[src/rtl/ssopa_pkg.sv]
// Shared types and constants for the sign-split outer-product accumulator.
// No dependencies; imported by ssopa_mul and the top level.
package ssopa_pkg;

    localparam int DEF_ROWS = 64;
    localparam int DEF_COLS = 64;

    localparam int IDX_W   = 6;
    localparam int VAL_W   = 16;
    localparam int ACC_W   = 48;
    localparam int MUL_A_W = 31;
    localparam int MUL_B_W = 16;
    localparam int PROD_W  = MUL_A_W + MUL_B_W;
    localparam int EXACT_W = 46;
    localparam int MAG_W   = 31;
    localparam int RND_SH  = 15;

    localparam logic [ACC_W-1:0]   ACC_MAX  = {ACC_W{1'b1}};
    localparam logic [EXACT_W-1:0] RND_BIAS = EXACT_W'(1) << (RND_SH - 1);

    typedef enum logic [1:0] {
        CMD_ACC   = 2'd0,
        CMD_READ  = 2'd1,
        CMD_CLEAR = 2'd2
    } cmd_t;

    typedef enum logic [2:0] {
        S_CLEAR,
        S_IDLE,
        S_MUL1,
        S_MUL2,
        S_RND,
        S_DONE
    } state_t;

endpackage

[src/rtl/ssopa_mul.sv]
// Shared 31x16 unsigned multiplier with its product register.
// Depends on ssopa_pkg for operand and product widths.
module ssopa_mul import ssopa_pkg::*; (
    input  logic               clk,
    input  logic               en,
    input  logic [MUL_A_W-1:0] op_a,
    input  logic [MUL_B_W-1:0] op_b,
    output logic [PROD_W-1:0]  product
);

    logic [PROD_W-1:0] product_reg;

    always_ff @(posedge clk)
    begin
        if (en)
        begin
            product_reg <= PROD_W'(op_a) * PROD_W'(op_b);
        end
    end

    assign product = product_reg;

endmodule

[config.mk]
export PLATFORM = sky130hd
export DESIGN_NAME = ssopa_mul
export DESIGN_NICKNAME = d
export VERILOG_FILES = /design/src/rtl/ssopa_pkg.sv /design/src/rtl/ssopa_mul.sv
export SDC_FILE = /design/constraint.sdc
export NUM_CORES = 1
export LEC_CHECK = 0
export ABC_AREA = 0
export BUFFER_PORTS_ARGS = -buffer_cell sky130_fd_sc_hd__buf_2
export CAP_MARGIN = 5
export CORE_ASPECT_RATIO = 1.5
export CORE_MARGIN = 2
export CORE_UTILIZATION = 53
export CTS_BUF_LIST = sky130_fd_sc_hd__clkbuf_8
export CTS_CLUSTER_DIAMETER = 200
export CTS_CLUSTER_SIZE = 25
export DETAILED_ROUTE_END_ITERATION = 16
export GPL_TIMING_DRIVEN = 0
export PLACE_DENSITY = 0.71
export SLEW_MARGIN = 30
export SYNTH_ARGS = -nofsm -noshare
export SYNTH_HDL_FRONTEND = slang
export SYNTH_SLANG_ARGS = --single-unit
[constraint.sdc]
create_clock -name clk -period 12.45 [get_ports clk]
set_input_delay 0.6225 -clock clk [delete_from_list [all_inputs] [get_ports clk]]
set_output_delay 0.6225 -clock clk [all_outputs]
set_load 0.01 [all_outputs]
---- Word-level counts from Yosys, hierarchy flattened ----
Cells that the tools add are included.
storage, ports and cells
  register bits ........................... 47
  bits of input ports ..................... 49
  output and inout bits ................... 47
cells by class
  multipliers ............................. 1
operator list
  kind            number
  $mul 31x16->47  1

---- Depth between registers and ports, before layout ----
Gate-level depths: netlist of the first run.
  depth in word-level cells ............... 1
  gate-level depth with buffers ........... 24

---- Worst setup path before layout of the first run ----
No wires, ideal clock.
  path kind ............................... input port to flip-flop
  start point ............................. input port op_b[7]
  end point ............................... register product_reg[36], in the netlist product[36] (data pin)
  library setup time ...................... 0.258 ns
  data arrival time ....................... 5.977 ns
  required time ........................... 12.192 ns
  setup slack ............................. 6.216 ns
  cell stages on the path ................. 24
  path through ............................ clkbuf_1 > nand2_1 > fa_1 > inv_1 > fa_1 > inv_1 > fa_1 > inv_1 > fa_1 > fa_1 > inv_1 > fa_1 > inv_1 > ha_1 > buf_4 > a21oi_1 > o221ai_1 > a31oi_1 > o211ai_1 > a211oi_1 > nor2_1 > or2_1 > a21oi_1 > xnor2_1
on the way
  cells in the longest elaborated chain, start to end .. 1
RTL lines
  element               line             source
  start, declared       ssopa_mul.sv:7   input logic [MUL_B_W-1:0] op_b,
  $mul 31x16->47        ssopa_mul.sv:17  product_reg <= PROD_W'(op_a) * PROD_W'(op_b);
  end signal, assigned  ssopa_mul.sv:17
  end, declared         ssopa_mul.sv:11  logic [PROD_W-1:0] product_reg;
No other way between the ends.
A chain may end at the register's enable or synchronous reset.

---- Worst setup path after layout of the first run ----
  start point ............................. input port op_b[7]
  end point ............................... register product_reg[46], in the netlist product[46] (data pin)
The elaborated chain is that of the path after synthesis.

==> results.cfg, run 1 <==
[yosys]
synth-edff-count = 47
yosys_warnings = 0
netlist-cell-type-count = 54
synth_area_um2 = 17200
synthCells = 1864
synth.net_count = 2436
ys.flop_type = edfxtp_1
async_reset_ff_share_pct = 0
ys_seq_elements = 47
yosysSeqAreaShare_pct = 8.22
avgSynthCellArea_um2 = 9.21

[routing]
routed_wl_um = 51300
drcViolationCount = 0
detail-route-antenna-nets = 0
drt_iter0_markers = 652
viasPerCell = 5.59
vias = 13300
wire_per_inst_um = 21.6
firstDrtPassIters = 6

[timing]
period_share_pct = 59.7
finalSetupTns_ps = 0
clock.fmax_mhz = 135
period_needed_ps = 7430
rsz0062_at_grt = false
hold_viol_final = 0
worstMarginPinSlew_ps = 944
relSlewSlack_pct = 37.1
maxSlewViolCount = 0
final-setup-viol-count = 0

[worst_hold_path]
hp-class = in2reg
worstHoldStart = op_b[0]

[floorplan]
die_y_um = 224
start_util_pct = 54.0
die_area_um2 = 33900
coreArea_um2 = 31800
placementRows = 80
ioPinCount = 96
die_width_um = 151

[worst_setup_path]
startpoint = op_b[7]
required_ps = 12510
cp_slowest_cell = fa_1
arrival_ps = 7490
path_class = in2reg
crit_top_cell = fa_1
path_max_fanout = 10
end_kind = flop
cp_cell_sequence = buf_2 > clkbuf_1 > nand2_1 > fa_1 > inv_1 > fa_1 > fa_1 > fa_1 > fa_1 > inv_1 > fa_1 > inv_1 > ha_1 > buf_6 > a21oi_2 > nand2_1 > a221oi_1 > a211oi_1 > o22ai_1 > nor3_1 > a211oi_2 > mux2i_1 > a211oi_1
startpoint_type = input pin
cpPeakStageDelay_ps = 700

[run]
drv_cap = 0

[clock_tree]
cts_root_buf = clkbuf_8
postCtsSetupBuffers = 0
cts_resized = 0
numCtsBuffers = 5
clk_pin_slew_ps = 100
clock_path_buffers = 2
cts_hold_buf = 0
htree_levels = 2
tritoncts = done
cts.sinks = 47

[cells_and_area]
drive_gt1_share_pct = 6.10
layout_common_cells = 414 x inv_1, 404 x fa_1, 313 x nand2_1
final_nets = 2538
largest_reg_flops = 47
n_fill_cell = 2938
syn_to_final_growth_pct = 6.30
final_common_cell = inv_1
antenna_cells = 0

[global_routing]
grt_max_degree = 48
grt_antenna_before_repair = 0
grt_usage_pct = 31.9
grt_pass1_wl_um = 79100
grt-ovfl-total = 0
first_global_vias = 14600

[placement]
routabilityCongestion = 1.01
hpwl_um = 43300
port_buffers = 95

[status]
outcome = completed
==> synthesized netlist by cell type (2+ instances only) <==
cell      count  area [um2]
edfxtp_1     47        1410
and2_1      220        1380
nor2_1       19        71.3
buf_4         2        15.0
nor3b_1       2        15.0
a211oi_1      6        45.0
nand2_1     313        1170
a21o_1       17         128
buf_6         5        56.3
or3_1         2        12.5
a21oi_2       2        17.5
a41oi_1       2        17.5
xnor2_1      25         219
a31oi_1       6        37.5
a21oi_1      46         230
o21ai_1      12        60.1
nand4_1      12        75.1
nor2b_1       4        25.0
ha_1        119        1490
o211ai_1      5        37.5
nor3_1        6        30.0
nand3_1      11        55.1
inv_1       414        1550
fa_1        404        8090
nand3b_1      2        15.0
o31ai_1       2        15.0
o21bai_1      5        37.5
xor2_1       19         166
o21ai_0      17        85.1
clkbuf_1     88         330
nand2b_1      3        18.8
o21a_1        5        37.5
==> worst paths after layout <==
kind / end / slack, ps / cells past startpoint
setup / recovery: product[46]$_DFFE_PP_ / 5020 / 23
hold / removal: product[0]$_DFFE_PP_ / 670 / 2
==> worst max-delay path, delay by kind of cell <==
| kind | cells | cell delay, ps |
|---|---|---|
| fa+ha+maj | 7 | 3550 |
| compound gates | 6 | 1550 |
| buf+inv | 6 | 1140 |
| simple gates | 3 | 390 |
| mux | 1 | 220 |
==> final cells by class <==
class | count | area [um2] | area share (%)
plain buffers | 95 | 402 | 2.20
clock buffers | 5 | 68.8 | 0.377
clock inverters | 3 | 22.5 | 0.123
inverters | 414 | 1550 | 8.51
multi-input cells | 1308 | 13800 | 75.6
flip-flops and latches | 47 | 1410 | 7.73
well taps | 410 | 513 | 2.81
repair buffers | 95 | 478 | 2.62
==> logic make-up (layout without fill, tap and decap cells) <==
group | Yosys count | in the layout | synth area share [%]
xor gates and xnor gates | 44 | 44 | 2.24
AOI/OAI and AO/OA | 141 | 141 | 5.41
adders and majority gates | 523 | 523 | 55.8
and+or+nand+nor | 599 | 599 | 16.9
DFF | 47 | 47 | 8.22
buffers and inverters | 509 | 612 | 11.4
muxes | 1 | 1 | 0.0583
==> stage by stage <==
stage               instances  cell area (um2)  util (%)  hold slack (ps)  worst slack [ps]
CTS                      2377            18300      57.4              656              5150
global placement         2369            18200      57.1              973              4800
finish                   2377            18300      57.4              669              5020
global route             2377            18300      57.4              675              4770
detailed placement       2369            18200      57.1              982              4820
floorplan                1864            17200         -              735              6220
==> layer usage <==
| layer | vias up | GRT usage (%) | wire, um |
|---|---|---|---|
| li1 | 5723 | - | - |
| met1 | 6699 | 32.5 | 15800 |
| met2 | 579 | 55.2 | 26300 |
| met3 | 283 | 4.56 | 2990 |
| met4 | 0 | 29.7 | 6250 |
| met5 | - | 0 | 0 |
Power of run 1 is not shown: default switching activity piles up to over one toggle a cycle in this logic, so the estimate is an artifact.
==> run 2, diff against run 1 <==
--- a/config.mk
+++ b/config.mk
@@ -16,7 +16,7 @@
 export CTS_CLUSTER_SIZE = 25
 export DETAILED_ROUTE_END_ITERATION = 16
 export GPL_TIMING_DRIVEN = 0
-export PLACE_DENSITY = 0.71
+export PLACE_DENSITY = 0.74
 export SLEW_MARGIN = 30
 export SYNTH_ARGS = -nofsm -noshare
 export SYNTH_HDL_FRONTEND = slang
==> constraint.sdc (replaced) <==
create_clock -name clk -period 6 [get_ports clk]
set_input_delay 0.3 -clock clk [delete_from_list [all_inputs] [get_ports clk]]
set_output_delay 0.3 -clock clk [all_outputs]
set_load 0.01 [all_outputs]
==> run 2 against run 1 <==
  * Final area increased by 9.3%
  * Hold slack got worse by 330 ps
  * Final cell count increased by 1.9%
  * Utilization increased by 5.4 points
  * Highest routed layer unchanged
  * The flow now finishes with violations (negative setup slack)
  * Critical path depth decreased by 2
  * Die area unchanged
  * Sequential share of layout area decreased by 0.66 points
  * Global-route usage increased by 1.2 points
  * Non-clock buffer count increased by 44
  * Via count increased by 5.4%
==> results.cfg, run 2 (same netlist as run 1, synthesis figures left out) <==
[floorplan]
die_width_um = 151
placementRows = 80
die_area_um2 = 33900
coreArea_um2 = 31800
ioPinCount = 96
die_y_um = 224
start_util_pct = 54.0

[run]
drv_cap = 0

[routing]
vias = 14000
firstDrtPassIters = 7
wire_per_inst_um = 22.9
detail-route-antenna-nets = 0
drt_iter0_markers = 964
routed_wl_um = 55400
viasPerCell = 5.78
drcViolationCount = 0

[cells_and_area]
final_common_cell = inv_1
layout_common_cells = 410 x inv_1, 385 x fa_1, 311 x nand2_1
n_fill_cell = 2665
final_nets = 2582
stdcell_area_um2 = 20000
largest_reg_flops = 47
syn_to_final_growth_pct = 16.2
drive_gt1_share_pct = 16.1

[timing]
final-setup-viol-count = 1
hold_viol_final = 0
relSlewSlack_pct = 47.9
worstMarginPinSlew_ps = 781
holdWs_ps = 334
clock.fmax_mhz = 166
period_needed_ps = 6010
maxSlewViolCount = 0
rsz0062_at_grt = true
period_share_pct = 100
worst_slack_ps = -10.9

[placement]
hpwl_um = 43700
routabilityCongestion = 1.02
port_buffers = 95
dpl-instance-area_um2 = 18200

[global_routing]
grt-ovfl-total = 0
grt_pass1_wl_um = 81900
grt_antenna_before_repair = 1
first_global_vias = 15100
grt_max_degree = 32
grt_usage_pct = 33.1

[clock_tree]
cts.sinks = 47
tritoncts = done
numCtsBuffers = 5
clk_pin_slew_ps = 90
htree_levels = 2
cts_root_buf = clkbuf_8
clock_path_buffers = 2

[worst_hold_path]
hold_depth = 2
hp-class = in2reg

[worst_setup_path]
startpoint_type = input pin
arrival_ps = 6060
required_ps = 6050
path_max_fanout = 10
path_class = in2reg
end_kind = flop

[status]
outcome = complete, but fails checks
violations = negative setup slack
==> run 2: changes by cell type in the layout (fill, tap and decap cells not counted), moves of 12 or more <==
cell | before | now
clkbuf_1 | 88 | 6
buf_4 | 3 | 61
clkbuf_4 | 0 | 14
buf_8 | 0 | 14
fa_1 | 404 | 385
ha_1 | 119 | 102
clkbuf_16 | 0 | 15
buf_2 | 94 | 81
buf_6 | 5 | 20
clkbuf_8 | 5 | 17
fa_2 | 0 | 19
==> run 2: layout make-up <==
cell class / instances / area [um2] / area share, %
Sequential cell: 47 / 1410 / 7.07
Inverter: 414 / 1550 / 7.78
Clock buffer: 5 / 68.8 / 0.345
Tap cell: 410 / 513 / 2.57
Timing Repair Buffer: 149 / 1070 / 5.35
Multi-Input combinational cell: 1308 / 14200 / 71.3
Antenna cell: 1 / 2.50 / 0.0125
Buffer: 85 / 1100 / 5.53
Clock inverter: 3 / 16.3 / 0.0815
==> run 2: worst max-delay path: stages <==
cell and delay, ps:
clkbuf_4 160, clkbuf_4 260, nand2_1 100, fa_1 560, inv_1 60, fa_1 500
fa_1 630, fa_1 510, fa_1 560, inv_1 60, fa_1 490, inv_1 40
ha_1 390, nand2_1 160, nor2_2 180, nand4_1 200, a211oi_2 290, o22ai_2 160
buf_4 170, o31ai_4 190, xor2_1 100
==> run 2: per-layer routing <==
| metal | up-vias | share of wire, % | wire length [um] | GRT usage, % |
|---|---|---|---|---|
| li1 | 5812 | - | - | - |
| met1 | 7036 | 30 | 16400 | 33.6 |
| met2 | 797 | 51 | 28200 | 57.0 |
| met3 | 351 | 7.7 | 4250 | 6.67 |
| met4 | 0 | 12 | 6500 | 28.5 |
| met5 | - | 0 | 0 | 0 |
==> run 2: worst paths after layout <==
path / from / endpoint / slack, ps
max: op_b[7] / product[42]$_DFFE_PP_ / -10
min: op_b[0] / product[0]$_DFFE_PP_ / 330
==> run 2: per-stage QoR <==
stage | TNS, ps | utilization (%) | setup WS (ps) | cells
after floorplan | 0 | - | 88.4 | 1864
after global placement | -21930 | 57.1 | -1390 | 2369
after detailed placement | -21780 | 57.1 | -1310 | 2370
after CTS | -17.2 | 60.5 | -17.2 | 2392
after global routing | -866 | 62.7 | -183 | 2421
final | -10.9 | 62.7 | -10.9 | 2422
==> run 2: repair_timing <==
| item | 4_1_cts | 5_1_grt |
|---|---|---|
| gates resized for setup | 239 | 150 |
| gates cloned | 0 | 2 |
| pin swaps | 23 | 50 |
| hold endpoints to repair | 0 | 0 |
| setup endpoints to repair | 27 | 17 |
| hold buffers | 0 | 0 |
| buffers inserted | 21 | 30 |
Power of run 2 is left out for the same reason.
==> run 3, diff against run 2 <==
--- a/config.mk
+++ b/config.mk
@@ -16,7 +16,7 @@
 export CTS_CLUSTER_SIZE = 25
 export DETAILED_ROUTE_END_ITERATION = 16
 export GPL_TIMING_DRIVEN = 0
-export PLACE_DENSITY = 0.74
+export PLACE_DENSITY = 0.79
 export SLEW_MARGIN = 30
 export SYNTH_ARGS = -nofsm -noshare
 export SYNTH_HDL_FRONTEND = slang
==> run 3 against run 2 <==
  * The run still ends with negative setup slack left
  * Critical endpoint is now product[46]$_DFFE_PP_
  * Final area increased by 2.3%
  * Highest routed layer is now met5
  * Sequential share of layout area decreased by 0.16 points
  * Largest cell class unchanged
  * Non-clock buffer count grew 21
==> results.cfg, run 3 (same netlist as run 1, synthesis figures left out) <==
[status]
outcome = complete, but fails checks
violations = negative setup slack

[clock_tree]
cts_hold_buf = 0
cts.sinks = 47
clock_path_buffers = 2
clk_pin_slew_ps = 100
tritoncts = done
htree_levels = 2
numCtsBuffers = 5
cts_root_buf = clkbuf_8

[cells_and_area]
final_core_util_pct = 64.1
stdcell_area_um2 = 20400
final_common_cell = inv_1
layout_common_cells = 403 x inv_1, 384 x fa_1, 306 x nand2_1
final_nets = 2603
n_fill_cell = 2517
seq_area_um2 = 1410
syn_to_final_growth_pct = 18.9
largest_reg_flops = 47
multi_input_area_um2 = 14400
drive_gt1_share_pct = 18.8

[global_routing]
grt_antenna_before_repair = 2
first_global_vias = 15200
use_met1_pct = 32.8
grt_pass1_wl_um = 81600
met2_usage_pct = 56.2
grt.met3_usage_pct = 6.13
grt_max_degree = 48
grt-ovfl-total = 0
grt_usage_pct = 32.8
busiest_layer = met2

[worst_setup_path]
crit_top_cell = fa_1
cp_cell_sequence = buf_2 > buf_8 > nand2_1 > fa_1 > fa_1 > fa_1 > inv_1 > fa_1 > fa_1 > inv_1 > fa_1 > inv_1 > ha_4 > nand4_1 > nor3_4 > a311oi_2 > a211oi_2 > o22ai_2 > nor3_2 > a211oi_2 > mux2i_1 > a211oi_1
arrival_ps = 6140
startpoint_type = input pin
path_max_fanout = 10
cp_slowest_cell = fa_1
required_ps = 6060
path_class = in2reg
end_kind = flop
cpPeakStageDelay_ps = 540

[routing]
firstDrtPassIters = 6
routed_wl_um = 55700
vias = 14200
viasPerCell = 5.81
detail-route-antenna-nets = 0
drcViolationCount = 0
drt_iter0_markers = 1015
wire_per_inst_um = 22.8

[floorplan]
placementRows = 80
coreArea_um2 = 31800
die_width_um = 151
die_area_um2 = 33900
ioPinCount = 96
start_util_pct = 54.0
die_y_um = 224

[run]
drv_cap = 0

[timing]
period_share_pct = 101
worst_slack_ps = -72.8
worstMarginPinSlew_ps = 794
clock.fmax_mhz = 165
rsz0062_at_grt = true
maxSlewViolCount = 0
final-setup-viol-count = 2
holdWs_ps = 339
period_needed_ps = 6070
relSlewSlack_pct = 47.1
hold_viol_final = 0

[placement]
hpwl_um = 42800
port_buffers = 95
routabilityCongestion = 1.03
post-place-ws_ps = -1370
dpl-instance-area_um2 = 18200

[worst_hold_path]
hp-class = in2reg
run 3: critical path: cells and delay by family:
family	cells	cell delay (ps)
fa+ha+maj	7	3420
compound gates	5	850
mux	1	160
buf+inv	5	620
simple gates	4	770
run 3: per-stage QoR:
step	TNS (ps)	std cells
5_1_grt	-873	2442
3_3_place_gp	-21190	2369
6_report	-118	2443
4_1_cts	-0.986	2402
2_1_floorplan	0	1864
3_5_place_dp	-22200	2369
run 3: final timing paths:
path / start / end / slack (ps) / cells past startpoint
min: op_b[0] / product[0]$_DFFE_PP_ / 340 / 2
max: op_a[16] / product[46]$_DFFE_PP_ / -70 / 22
run 3: layer usage:
layer	vias to the layer above	wire length (um)
li1	5853	-
met1	7144	16500
met2	831	28000
met3	370	4200
met4	2	7010
met5	-	16
run 3: what timing repair did:
item	in CTS	in global routing
pin swaps	35	78
gates cloned	0	3
buffers inserted	33	40
setup endpoints to repair	28	19
resized for setup	255	214
run 3: layout make-up:
| type | count | area share, % |
|---|---|---|
| multi-input combinational | 1308 | 70.6 |
| inverter | 414 | 7.61 |
| antenna | 1 | 0.0123 |
| tap | 410 | 2.51 |
| timing repair buffer | 171 | 6.43 |
| clock buffer | 5 | 0.337 |
| clock inverter | 3 | 0.110 |
| buffer | 84 | 5.42 |
| sequential | 47 | 6.91 |
Power of run 3 is left out for the same reason.
